===== src/hdl/lpht_pkg.sv =====
`timescale 1ns / 1ps
// lpht_pkg: shared constants and controller/datapath interface types
package lpht_pkg;

  localparam int TABLE_SIZE = 13;

  localparam int KEY_W    = 16;
  localparam int SLOT_W   = 4;
  localparam int STATUS_W = 2;
  localparam int MODE_W   = 2;

  localparam logic [MODE_W-1:0] MODE_CLEAR  = 2'd0;
  localparam logic [MODE_W-1:0] MODE_INSERT = 2'd1;
  localparam logic [MODE_W-1:0] MODE_SEARCH = 2'd2;

  localparam logic [STATUS_W-1:0] ST_OK       = 2'd0;
  localparam logic [STATUS_W-1:0] ST_NOTFOUND = 2'd1;
  localparam logic [STATUS_W-1:0] ST_FULL     = 2'd2;

  // commands from controller to datapath
  typedef struct packed {
    logic load;      // capture input word
    logic clr_step;  // clear one slot of the sweep
    logic h1;        // reciprocal multiply
    logic h2;        // quotient times table size
    logic h3;        // remainder correction, start probe
    logic probe;     // one probe step
    logic res_load;  // move result into output register
  } lpht_cmd_t;

  // status from datapath to controller
  typedef struct packed {
    logic clr_last;
    logic probe_done;
    logic out_busy;
  } lpht_sts_t;

endpackage


===== src/hdl/linear_probe_hash_table.sv =====
`timescale 1ns / 1ps
// linear_probe_hash_table: open-addressing hash table with linear probing
//
//   channel | handshake          | payload        | direction
//   --------+--------------------+----------------+----------
//   in      | in_valid, in_stall | mode, key      | into block
//   out     | out_valid, out_stall | slot, status | out of block
//
// insert/search: each word probes 1..TABLE_SIZE slots through the single read port
//   of the slot memory, one slot checked per cycle
// clear: one slot cleared per cycle through the write port of the slot memory
// after reset a clearing pass runs before the first word
// a result waiting in the output register does not block the next input word;
//   only a second finished result waits for out_stall to drop
module linear_probe_hash_table #(
  parameter int TABLE_SIZE = lpht_pkg::TABLE_SIZE
) (
  input  logic                          clk,
  input  logic                          rst,
  input  logic                          in_valid,
  output logic                          in_stall,
  input  logic [lpht_pkg::MODE_W-1:0]   mode,
  input  logic [lpht_pkg::KEY_W-1:0]    key,
  output logic                          out_valid,
  input  logic                          out_stall,
  output logic [lpht_pkg::SLOT_W-1:0]   slot,
  output logic [lpht_pkg::STATUS_W-1:0] status
);

  // controller/datapath handoff
  lpht_pkg::lpht_cmd_t cmd;
  lpht_pkg::lpht_sts_t sts;

  // state machine: clear sweep, hash steps, probe loop, result handoff
  lpht_ctrl u_ctrl (
    .clk     (clk),
    .rst     (rst),
    .in_valid(in_valid),
    .mode    (mode),
    .in_stall(in_stall),
    .sts     (sts),
    .cmd     (cmd)
  );

  // hashing by reciprocal multiply, slot memory, probe pointers, output register
  lpht_datapath #(
    .TABLE_SIZE(TABLE_SIZE)
  ) u_dp (
    .clk      (clk),
    .rst      (rst),
    .cmd      (cmd),
    .sts      (sts),
    .mode     (mode),
    .key      (key),
    .out_stall(out_stall),
    .out_valid(out_valid),
    .slot     (slot),
    .status   (status)
  );

endmodule


===== src/hdl/lpht_ram.sv =====
`timescale 1ns / 1ps
// lpht_ram: generic simple dual-port ram with registered read
module lpht_ram #(
  parameter int WIDTH = 17,
  parameter int DEPTH = 13
) (
  input  logic                     clk,
  input  logic                     we,
  input  logic [$clog2(DEPTH)-1:0] waddr,
  input  logic [WIDTH-1:0]         wdata,
  input  logic [$clog2(DEPTH)-1:0] raddr,
  output logic [WIDTH-1:0]         rdata
);

  logic [WIDTH-1:0] mem [DEPTH];

  always_ff @(posedge clk) begin
    if (we) begin
      mem[waddr] <= wdata;
    end
    rdata <= mem[raddr];
  end

endmodule


===== src/hdl/lpht_ctrl.sv =====
`timescale 1ns / 1ps
// lpht_ctrl: sequencing state machine for clear sweep, hashing and probing
module lpht_ctrl (
  input  logic                       clk,
  input  logic                       rst,
  input  logic                       in_valid,
  input  logic [lpht_pkg::MODE_W-1:0] mode,
  output logic                       in_stall,
  input  lpht_pkg::lpht_sts_t        sts,
  output lpht_pkg::lpht_cmd_t        cmd
);

  localparam logic [2:0] S_CLR   = 3'd0;
  localparam logic [2:0] S_IDLE  = 3'd1;
  localparam logic [2:0] S_H1    = 3'd2;
  localparam logic [2:0] S_H2    = 3'd3;
  localparam logic [2:0] S_H3    = 3'd4;
  localparam logic [2:0] S_PROBE = 3'd5;
  localparam logic [2:0] S_DONE  = 3'd6;

  logic [2:0] state, state_next;
  logic       clr_res, clr_res_next;

  always_ff @(posedge clk) begin
    if (rst) begin
      state   <= S_CLR;
      clr_res <= 1'b0;
    end else begin
      state   <= state_next;
      clr_res <= clr_res_next;
    end
  end

  always_comb begin
    state_next   = state;
    clr_res_next = clr_res;
    cmd          = '0;
    in_stall     = 1'b1;
    case (state)
      S_CLR: begin
        cmd.clr_step = 1'b1;
        if (sts.clr_last) begin
          state_next   = clr_res ? S_DONE : S_IDLE;
          clr_res_next = 1'b0;
        end
      end
      S_IDLE: begin
        in_stall = 1'b0;
        if (in_valid) begin
          cmd.load = 1'b1;
          case (mode)
            lpht_pkg::MODE_CLEAR: begin
              state_next   = S_CLR;
              clr_res_next = 1'b1;
            end
            lpht_pkg::MODE_INSERT: state_next = S_H1;
            lpht_pkg::MODE_SEARCH: state_next = S_H1;
            default:               state_next = S_DONE;
          endcase
        end
      end
      S_H1: begin
        cmd.h1     = 1'b1;
        state_next = S_H2;
      end
      S_H2: begin
        cmd.h2     = 1'b1;
        state_next = S_H3;
      end
      S_H3: begin
        cmd.h3     = 1'b1;
        state_next = S_PROBE;
      end
      S_PROBE: begin
        cmd.probe = 1'b1;
        if (sts.probe_done) begin
          state_next = S_DONE;
        end
      end
      S_DONE: begin
        if (!sts.out_busy) begin
          cmd.res_load = 1'b1;
          state_next   = S_IDLE;
        end
      end
      default: state_next = S_IDLE;
    endcase
  end

endmodule


===== src/hdl/lpht_datapath.sv =====
`timescale 1ns / 1ps
// lpht_datapath: key hashing, slot memory, probe pointers and result registers
module lpht_datapath #(
  parameter int TABLE_SIZE = lpht_pkg::TABLE_SIZE
) (
  input  logic                          clk,
  input  logic                          rst,
  input  lpht_pkg::lpht_cmd_t           cmd,
  output lpht_pkg::lpht_sts_t           sts,
  input  logic [lpht_pkg::MODE_W-1:0]   mode,
  input  logic [lpht_pkg::KEY_W-1:0]    key,
  input  logic                          out_stall,
  output logic                          out_valid,
  output logic [lpht_pkg::SLOT_W-1:0]   slot,
  output logic [lpht_pkg::STATUS_W-1:0] status
);

  localparam int SW   = $clog2(TABLE_SIZE);
  localparam int CW   = $clog2(TABLE_SIZE + 1);
  localparam int XW   = (SW > lpht_pkg::SLOT_W) ? SW : lpht_pkg::SLOT_W;
  localparam int KW   = lpht_pkg::KEY_W;
  localparam int PW   = KW + 32;
  localparam int QW   = KW + 11;
  localparam int MW   = KW + 1;
  localparam logic [31:0]   RECIP = 32'((64'd1 << 32) / TABLE_SIZE);
  localparam logic [10:0]   NV    = 11'(TABLE_SIZE);
  localparam logic [SW:0]   NFULL = (SW + 1)'(TABLE_SIZE);
  localparam logic [SW-1:0] LAST  = SW'(TABLE_SIZE - 1);
  localparam logic [CW-1:0] CLAST = CW'(TABLE_SIZE - 1);

  logic [KW-1:0]               key_r;
  logic [lpht_pkg::MODE_W-1:0] mode_r;
  logic [PW-1:0]               prod;
  logic [QW-1:0]               qn;
  logic [QW-1:0]               diff;
  logic [SW:0]                 dlo, dsub;
  logic [SW-1:0]               home;

  logic [SW-1:0] rd_ptr, chk_ptr, clr_ptr;
  logic          pend;
  logic [CW-1:0] cnt;

  logic                we;
  logic [SW-1:0]       waddr;
  logic [MW-1:0]       wdata, rdata;
  logic                r_used, r_match, hit, is_ins;
  logic [XW-1:0]       slot_ext;

  logic [lpht_pkg::SLOT_W-1:0]   res_slot;
  logic [lpht_pkg::STATUS_W-1:0] res_status;

  // remainder estimate is below twice the table size; one subtract fixes it
  assign diff = {11'd0, key_r} - qn;
  assign dlo  = diff[SW:0];
  assign dsub = dlo - NFULL;
  assign home = (dlo >= NFULL) ? dsub[SW-1:0] : dlo[SW-1:0];

  assign r_used  = rdata[KW];
  assign r_match = rdata[KW-1:0] == key_r;
  assign is_ins  = mode_r == lpht_pkg::MODE_INSERT;
  assign hit     = pend && (!r_used || (!is_ins && r_match));

  assign slot_ext = XW'(chk_ptr);

  assign we    = cmd.clr_step || (cmd.probe && pend && is_ins && !r_used);
  assign waddr = cmd.clr_step ? clr_ptr : chk_ptr;
  assign wdata = cmd.clr_step ? '0 : {1'b1, key_r};

  assign sts.clr_last   = clr_ptr == LAST;
  assign sts.probe_done = hit || (pend && cnt == CLAST);
  assign sts.out_busy   = out_valid && out_stall;

  lpht_ram #(
    .WIDTH(MW),
    .DEPTH(TABLE_SIZE)
  ) u_ram (
    .clk  (clk),
    .we   (we),
    .waddr(waddr),
    .wdata(wdata),
    .raddr(rd_ptr),
    .rdata(rdata)
  );

  always_ff @(posedge clk) begin
    if (rst) begin
      clr_ptr   <= '0;
      pend      <= 1'b0;
      out_valid <= 1'b0;
    end else begin
      if (cmd.clr_step) begin
        clr_ptr <= (clr_ptr == LAST) ? '0 : clr_ptr + SW'(1);
      end
      if (cmd.h3) begin
        pend <= 1'b0;
      end else if (cmd.probe) begin
        pend <= 1'b1;
      end
      if (cmd.res_load) begin
        out_valid <= 1'b1;
      end else if (!out_stall) begin
        out_valid <= 1'b0;
      end
    end
  end

  always_ff @(posedge clk) begin
    if (cmd.load) begin
      key_r    <= key;
      mode_r   <= mode;
      res_slot <= '0;
      case (mode)
        lpht_pkg::MODE_INSERT: res_status <= lpht_pkg::ST_FULL;
        lpht_pkg::MODE_SEARCH: res_status <= lpht_pkg::ST_NOTFOUND;
        default:               res_status <= lpht_pkg::ST_OK;
      endcase
    end
    if (cmd.h1) begin
      prod <= PW'(key_r) * PW'(RECIP);
    end
    if (cmd.h2) begin
      qn <= prod[PW-1:32] * NV;
    end
    if (cmd.h3) begin
      rd_ptr <= home;
      cnt    <= '0;
    end
    if (cmd.probe) begin
      rd_ptr  <= (rd_ptr == LAST) ? '0 : rd_ptr + SW'(1);
      chk_ptr <= rd_ptr;
      if (pend) begin
        cnt <= cnt + CW'(1);
      end
      if (pend && (!r_used ? is_ins : (!is_ins && r_match))) begin
        res_slot   <= slot_ext[lpht_pkg::SLOT_W-1:0];
        res_status <= lpht_pkg::ST_OK;
      end
    end
    if (cmd.res_load) begin
      slot   <= res_slot;
      status <= res_status;
    end
  end

endmodule


===== config.mk =====
export PLATFORM = sky130hd
export DESIGN_NAME = linear_probe_hash_table
export DESIGN_NICKNAME = d
export VERILOG_FILES = /design/src/hdl/lpht_pkg.sv /design/src/hdl/linear_probe_hash_table.sv /design/src/hdl/lpht_ram.sv /design/src/hdl/lpht_ctrl.sv /design/src/hdl/lpht_datapath.sv
export SDC_FILE = /design/constraint.sdc
export NUM_CORES = 1
export LEC_CHECK = 0
export BUFFER_PORTS_ARGS = -buffer_cell sky130_fd_sc_hd__buf_2
export CAP_MARGIN = 20
export CORE_UTILIZATION = 69
export DETAILED_ROUTE_END_ITERATION = 6
export GPL_TIMING_DRIVEN = 0
export PLACE_DENSITY_LB_ADDON = 0.3
export SKIP_CTS_REPAIR_TIMING = 1
export SLEW_MARGIN = 20
export SYNTH_ARGS = -nofsm -noshare
export SYNTH_HDL_FRONTEND = slang
export SYNTH_SLANG_ARGS = --single-unit

===== constraint.sdc =====
create_clock -name clk -period 10.08 [get_ports clk]
set_clock_uncertainty 0.05 [all_clocks]
set_input_delay 1.008 -clock clk [delete_from_list [all_inputs] [get_ports clk]]
set_output_delay 1.008 -clock clk [all_outputs]
set_load 0.005 [all_outputs]

After elaboration in Yosys (flattened, before gate mapping)

Memories as Yosys holds them, arrays and structs flattened. A register that Yosys moved wholly into a read port is not among the register bits.
Index checks and enable logic that the tools add are counted.

$add $sub $neg: 5
Multipliers: 2
Order comparisons: 1
Equal/unequal tests: 19
Muxes and demuxes: 43
Reduce and logical (&&, ||, !) cells: 21

Operators by type and width:

| kind                                                                    | count |
|---|---|
| 4-bit two-way mux                                                       | 12 |
| 16-bit by 29-bit multiplier with 45-bit output, second input constant   | 1 |
| 3-bit one-hot mux with 7 select lines                                   | 1 |
| 1-bit two-way mux                                                       | 18 |
| 17-bit two-way mux                                                      | 1 |
| 16-bit == test                                                          | 1 |
| 3-bit two-way mux                                                       | 5 |
| 13-bit by 4-bit multiplier with 5-bit output, second input constant     | 1 |
| 4-bit by 1-bit adder with 4-bit output, second input constant           | 3 |
| 4-bit == test, second input constant                                    | 3 |
| 3-bit == test, second input constant                                    | 3 |
| 1-bit logical AND                                                       | 8 |
| 2-bit inequality test, second input constant                            | 4 |
| 4-bit AND reduction                                                     | 2 |
| 3-bit by 2-bit == test with 1-bit output, second input constant         | 2 |
| 2-bit two-way mux                                                       | 3 |
| 3-bit one-hot mux with 2 select lines                                   | 1 |
| 5-bit by 4-bit >= comparator with 1-bit output, second input constant   | 1 |
| 5-bit subtractor                                                        | 1 |
| 2-bit by 1-bit == test with 1-bit output, second input constant         | 2 |
| 2-bit by 1-bit inequality test with 1-bit output, second input constant | 2 |
| 2-bit one-hot mux with 2 select lines                                   | 1 |
| 2-bit nonzero test                                                      | 2 |
| 2-bit OR reduction                                                      | 2 |
| 8 further kinds                                                         | 11 |

Register bits: 102
Bits in writable memories: 221
Input port bits: 22
Output and inout port bits: 8
Word-level logic and storage cells: 108
Memories: 1

Memory list:

| name           | words | bits a word | read ports | clocked after memory_dff | wr ports | RTL line       | text |
|---|---|---|---|---|---|---|---|
| u_dp.u_ram.mem | 13    | 17          | 1          | 1                        | 1        | lpht_ram.sv:15 | `logic [WIDTH-1:0] mem [DEPTH];` |

Longest topological paths before layout

Depth after elaboration: 8
Mapped depth: 20
Depth with buffers taken out: 20

Modules after synthesis

Synthesis repeated with hierarchy kept, for this count alone.

Cell total of the unflattened synthesis: 1246
Area total of the unflattened synthesis: 17272.8 µm²

Modules (own cells, without submodules):

| module        | instances | cells each | area each (µm²) |
|---|---|---|---|
| lpht_ram      | 1         | 384        | 8868.5 |
| lpht_datapath | 1         | 813        | 8049.0 |
| lpht_ctrl     | 1         | 49         | 355.3 |

Worst setup path after synthesis

No wires, ideal clock.

Path kind: register -> register
Start point: reg u_dp.key_r[1]
End point: reg u_dp.prod[35], data pin
Library setup time: 0.264 ns
Data arrival time: 5.441 ns
Required time: 9.766 ns
Path slack: 4.325 ns
Stages on the path, launching flop included: 21
Path buffers: 0
Clock period less this slack: 5.755 ns
Cell sequence: edfxtp_1 inv_1 fa_1 fa_1 inv_1 fa_1 inv_1 fa_1 inv_1 fa_1 inv_1 fa_1 inv_1 ha_1 nand3_1 a21boi_1 o21a_1 a311o_1 or4_1 o311ai_1 xnor2_1

Longest elaborated chain between the ends: 1

Ends and longest elaborated chain:

| item                                           | RTL line             | text |
|---|---|---|
| start: declaration                             | lpht_datapath.sv:31  | `logic [KW-1:0] key_r;` |
| start signal: assignment                       | lpht_datapath.sv:109 | `key_r <= key;` |
| 16-bit by 29-bit multiplier with 45-bit output | lpht_datapath.sv:119 | `prod <= PW'(key_r) * PW'(RECIP);` |
| end signal: assignment                         | lpht_datapath.sv:119 |  |
| end: declaration                               | lpht_datapath.sv:33  | `logic [PW-1:0] prod;` |

No other way between the ends.
A chain may end at the register's enable or synchronous reset.

Worst setup path in the final report

Same ends and word-level chain as after synthesis.

==> results.cfg <==
[die]
start_util = 0.7024
pin_count = 30
die_h_um = 159.1
row_count = 57
core-area_mm2 = 0.02425
die_w_um = 159.1
die_area_mm2 = 0.02532

[grt]
antenna_found_initial = 0
grt_pass1_vias = 10640
grt_pass1_wl_um = 58060
grt_overflow = 0
grt_start_max_net_pins = 23
grt_util_all_layers = 0.3066

[layout]
fin_nets = 1599
areaGrowthSynthToFinish_pct = 9.984
drive_gt1_frac = 0.1231
nFillCells = 1400
num_antenna_cells = 0

[drt]
drt_iter0_drc = 720
drt-total-wl_um = 36820
viasPerCell = 6.010
firstDrtPassIters = 5
drc = 0
vias = 10050
wl_per_cell_um = 22.02
antenna_left = 0

[critical_path]
crit_path_cell_trace = inv_1 -> fa_1 -> fa_1 -> inv_1 -> fa_1 -> inv_1 -> fa_1 -> inv_1 -> fa_1 -> inv_1 -> fa_1 -> inv_1 -> ha_1 -> nand3_1 -> a21boi_1 -> o21a_1 -> a311o_1 -> or4_1 -> o311ai_1 -> xnor2_1
worstSetupPathType = flip-flop to flip-flop
cp_top_family = adder cells
slowest_delay_ns = 0.65
crit_path_max_fanout = 9
cp-start-kind = flip-flop
cp.arrival_ns = 6.66
required_ns = 10.32
critPathSlowestCell = edfxtp_1
cp-end-kind = flip-flop
crit_buf_inv = 6

[clocking]
clock_sinks = 300
cts_tree = built
path_clk_slew_ns = 0.06
clockBufferDepth = 3
htreeDepth = 1
cts_root_buffer = clkbuf_16
worstSkewPairLatency_ns = 0.55
cts_buffers = 30

[sta]
rsz0062_at_grt = false
period_needed_ns = 6.419
timing.final.crit_share = 0.6368
setup_viol = 0
slew-limit-headroom = 0.2881
finalMaxSlewViolations = 0
hold_viol = 0
worst_pin_slew_ns = 1.064
fmax_mhz = 155.8
tns_ns = 0

[synth]
yosysWarnings = 0
synth_fp_nets = 1526
synthFlopType = edfxtp_1
synth_edf_count = 263
synth_cells = 1253
ys_seq_area_frac = 0.5072
syn-cell-area_mm2 = 0.01703
async_flop_share = 0
synth_cell_type_count = 58
synth_seq_cells = 300
synth.avg_cell_area_um2 = 13.59

[place]
dpl.hpwl_um = 27270
gp_congestion = 0.9372
port_buffers = 28

[run]
drv_cap = 0

[status]
status = complete, no violations

[min_path]
hp-class = flip-flop to flip-flop
-- synth_stat cells, drive strengths merged (17+ instances only) --
cell      n  area [um^2]
a21oi    58        301.5
and3     19        118.9
dfxtp    37        740.7
edfxtp  263         7898
fa      110         2202
ha      141         1764
inv     233        874.6
mux2i    23        230.2
mux4     51         1149
nand2    68        257.8
nand3    17        85.08
nor2     51        191.4
o21ai    22        110.1
xnor2    33        289.0
-- through the flow --
step,instances,worst slack [ns],instance area [um^2],utilization,hold slack (ns)
after floorplan,1253,4.325,17030,-,0.3581
after global placement,1605,3.774,17580,0.7249,0.3654
after detailed placement,1618,3.732,17770,0.7328,0.3677
after CTS,1672,3.702,18730,0.7725,0.3840
after global routing,1672,3.465,18730,0.7725,0.4020
final,1672,3.661,18730,0.7725,0.3802
-- layer usage --
metal,up-vias,share of wire,GRT usage
li1,4523,-,-
met1,4997,0.37,0.3850
met2,430,0.52,0.5333
met3,99,0.068,0.04376
met4,0,0.040,0.1390
met5,-,0,0
-- flip-flops by register name, summed over array words and instances, names as in the netlist, 2 cells and up --
signal / flops
u_ctrl.state: 3
u_dp.rd_ptr: 4
u_dp.cnt: 4
u_dp.slot: 4
u_dp.u_ram.mem: 221
u_dp.clr_ptr: 4
u_dp.u_ram.rdata: 17
u_dp.res_status: 2
u_dp.mode_r: 2
u_dp.res_slot: 4
u_dp.chk_ptr: 4
u_dp.prod: 5
u_dp.qn: 5
u_dp.status: 2
u_dp.key_r: 16
-- cells by family (layout without fill, tap and decap cells) --
logic type | count (synthesis) | after routing | share of synthesized area
xor+xnor | 39 | 39 | 0.02006
simple gates | 205 | 205 | 0.05694
mux | 76 | 76 | 0.08228
flops | 300 | 300 | 0.5072
buf+inv | 263 | 358 | 0.05870
fa+ha+maj | 251 | 251 | 0.2329
compound gates | 119 | 119 | 0.04195
-- path summary, 6_finish.rpt --
kind / start / endpoint / slack (ns) / cells past startpoint
worst min-delay path: u_dp.res_slot[1] / u_dp.slot[1] / 0.38 / 0
worst max-delay path: u_dp.key_r[1] / u_dp.prod[35] / 3.66 / 20
worst max register to register: u_dp.key_r[1] / u_dp.prod[35] / 3.66 / 20
worst min register to register: u_dp.res_slot[1] / u_dp.slot[1] / 0.38 / 0
-- cell type report --
class | count | area [um^2] | area share
buffer | 28 | 117.6 | 0.006279
clock buffer | 37 | 798.3 | 0.04262
tap | 324 | 405.4 | 0.02164
sequential | 300 | 8638 | 0.4612
inverter | 235 | 882.1 | 0.04709
clock inverter | 17 | 165.2 | 0.008817
timing repair buffer | 41 | 297.8 | 0.01590
multi-input combinational | 690 | 7427 | 0.3965
-- layout by cell type, fill, tap and decap left out, types with 5 or more instances in the layout --
| master | Yosys | final |
|---|---|---|
| clkbuf_16 | 0 | 31 |
| edfxtp_1 | 263 | 263 |
| xnor2_1 | 33 | 33 |
| buf_6 | 0 | 10 |
| ha_1 | 141 | 141 |
| mux4_2 | 51 | 51 |
| buf_2 | 10 | 38 |
| nand4_1 | 9 | 9 |
| and3_1 | 19 | 19 |
| nor3_1 | 14 | 14 |
| inv_1 | 232 | 232 |
| clkinv_1 | 2 | 10 |
| nand2_1 | 67 | 67 |
| xor2_1 | 6 | 6 |
| and2_1 | 5 | 5 |
| fa_1 | 110 | 110 |
| o21ai_0 | 20 | 20 |
| a31oi_1 | 5 | 5 |
| o21a_1 | 5 | 5 |
| nor2_1 | 51 | 39 |
| a21oi_1 | 57 | 56 |
| dfxtp_1 | 37 | 37 |
| a211oi_1 | 5 | 5 |
| nor2b_1 | 5 | 5 |
| nand3_1 | 17 | 17 |
| clkbuf_1 | 14 | 20 |
| nor2_2 | 0 | 12 |
| mux2i_1 | 23 | 23 |
Power is not shown: default switching activity piles up to over one toggle a cycle in this logic, so the estimate is an artifact.
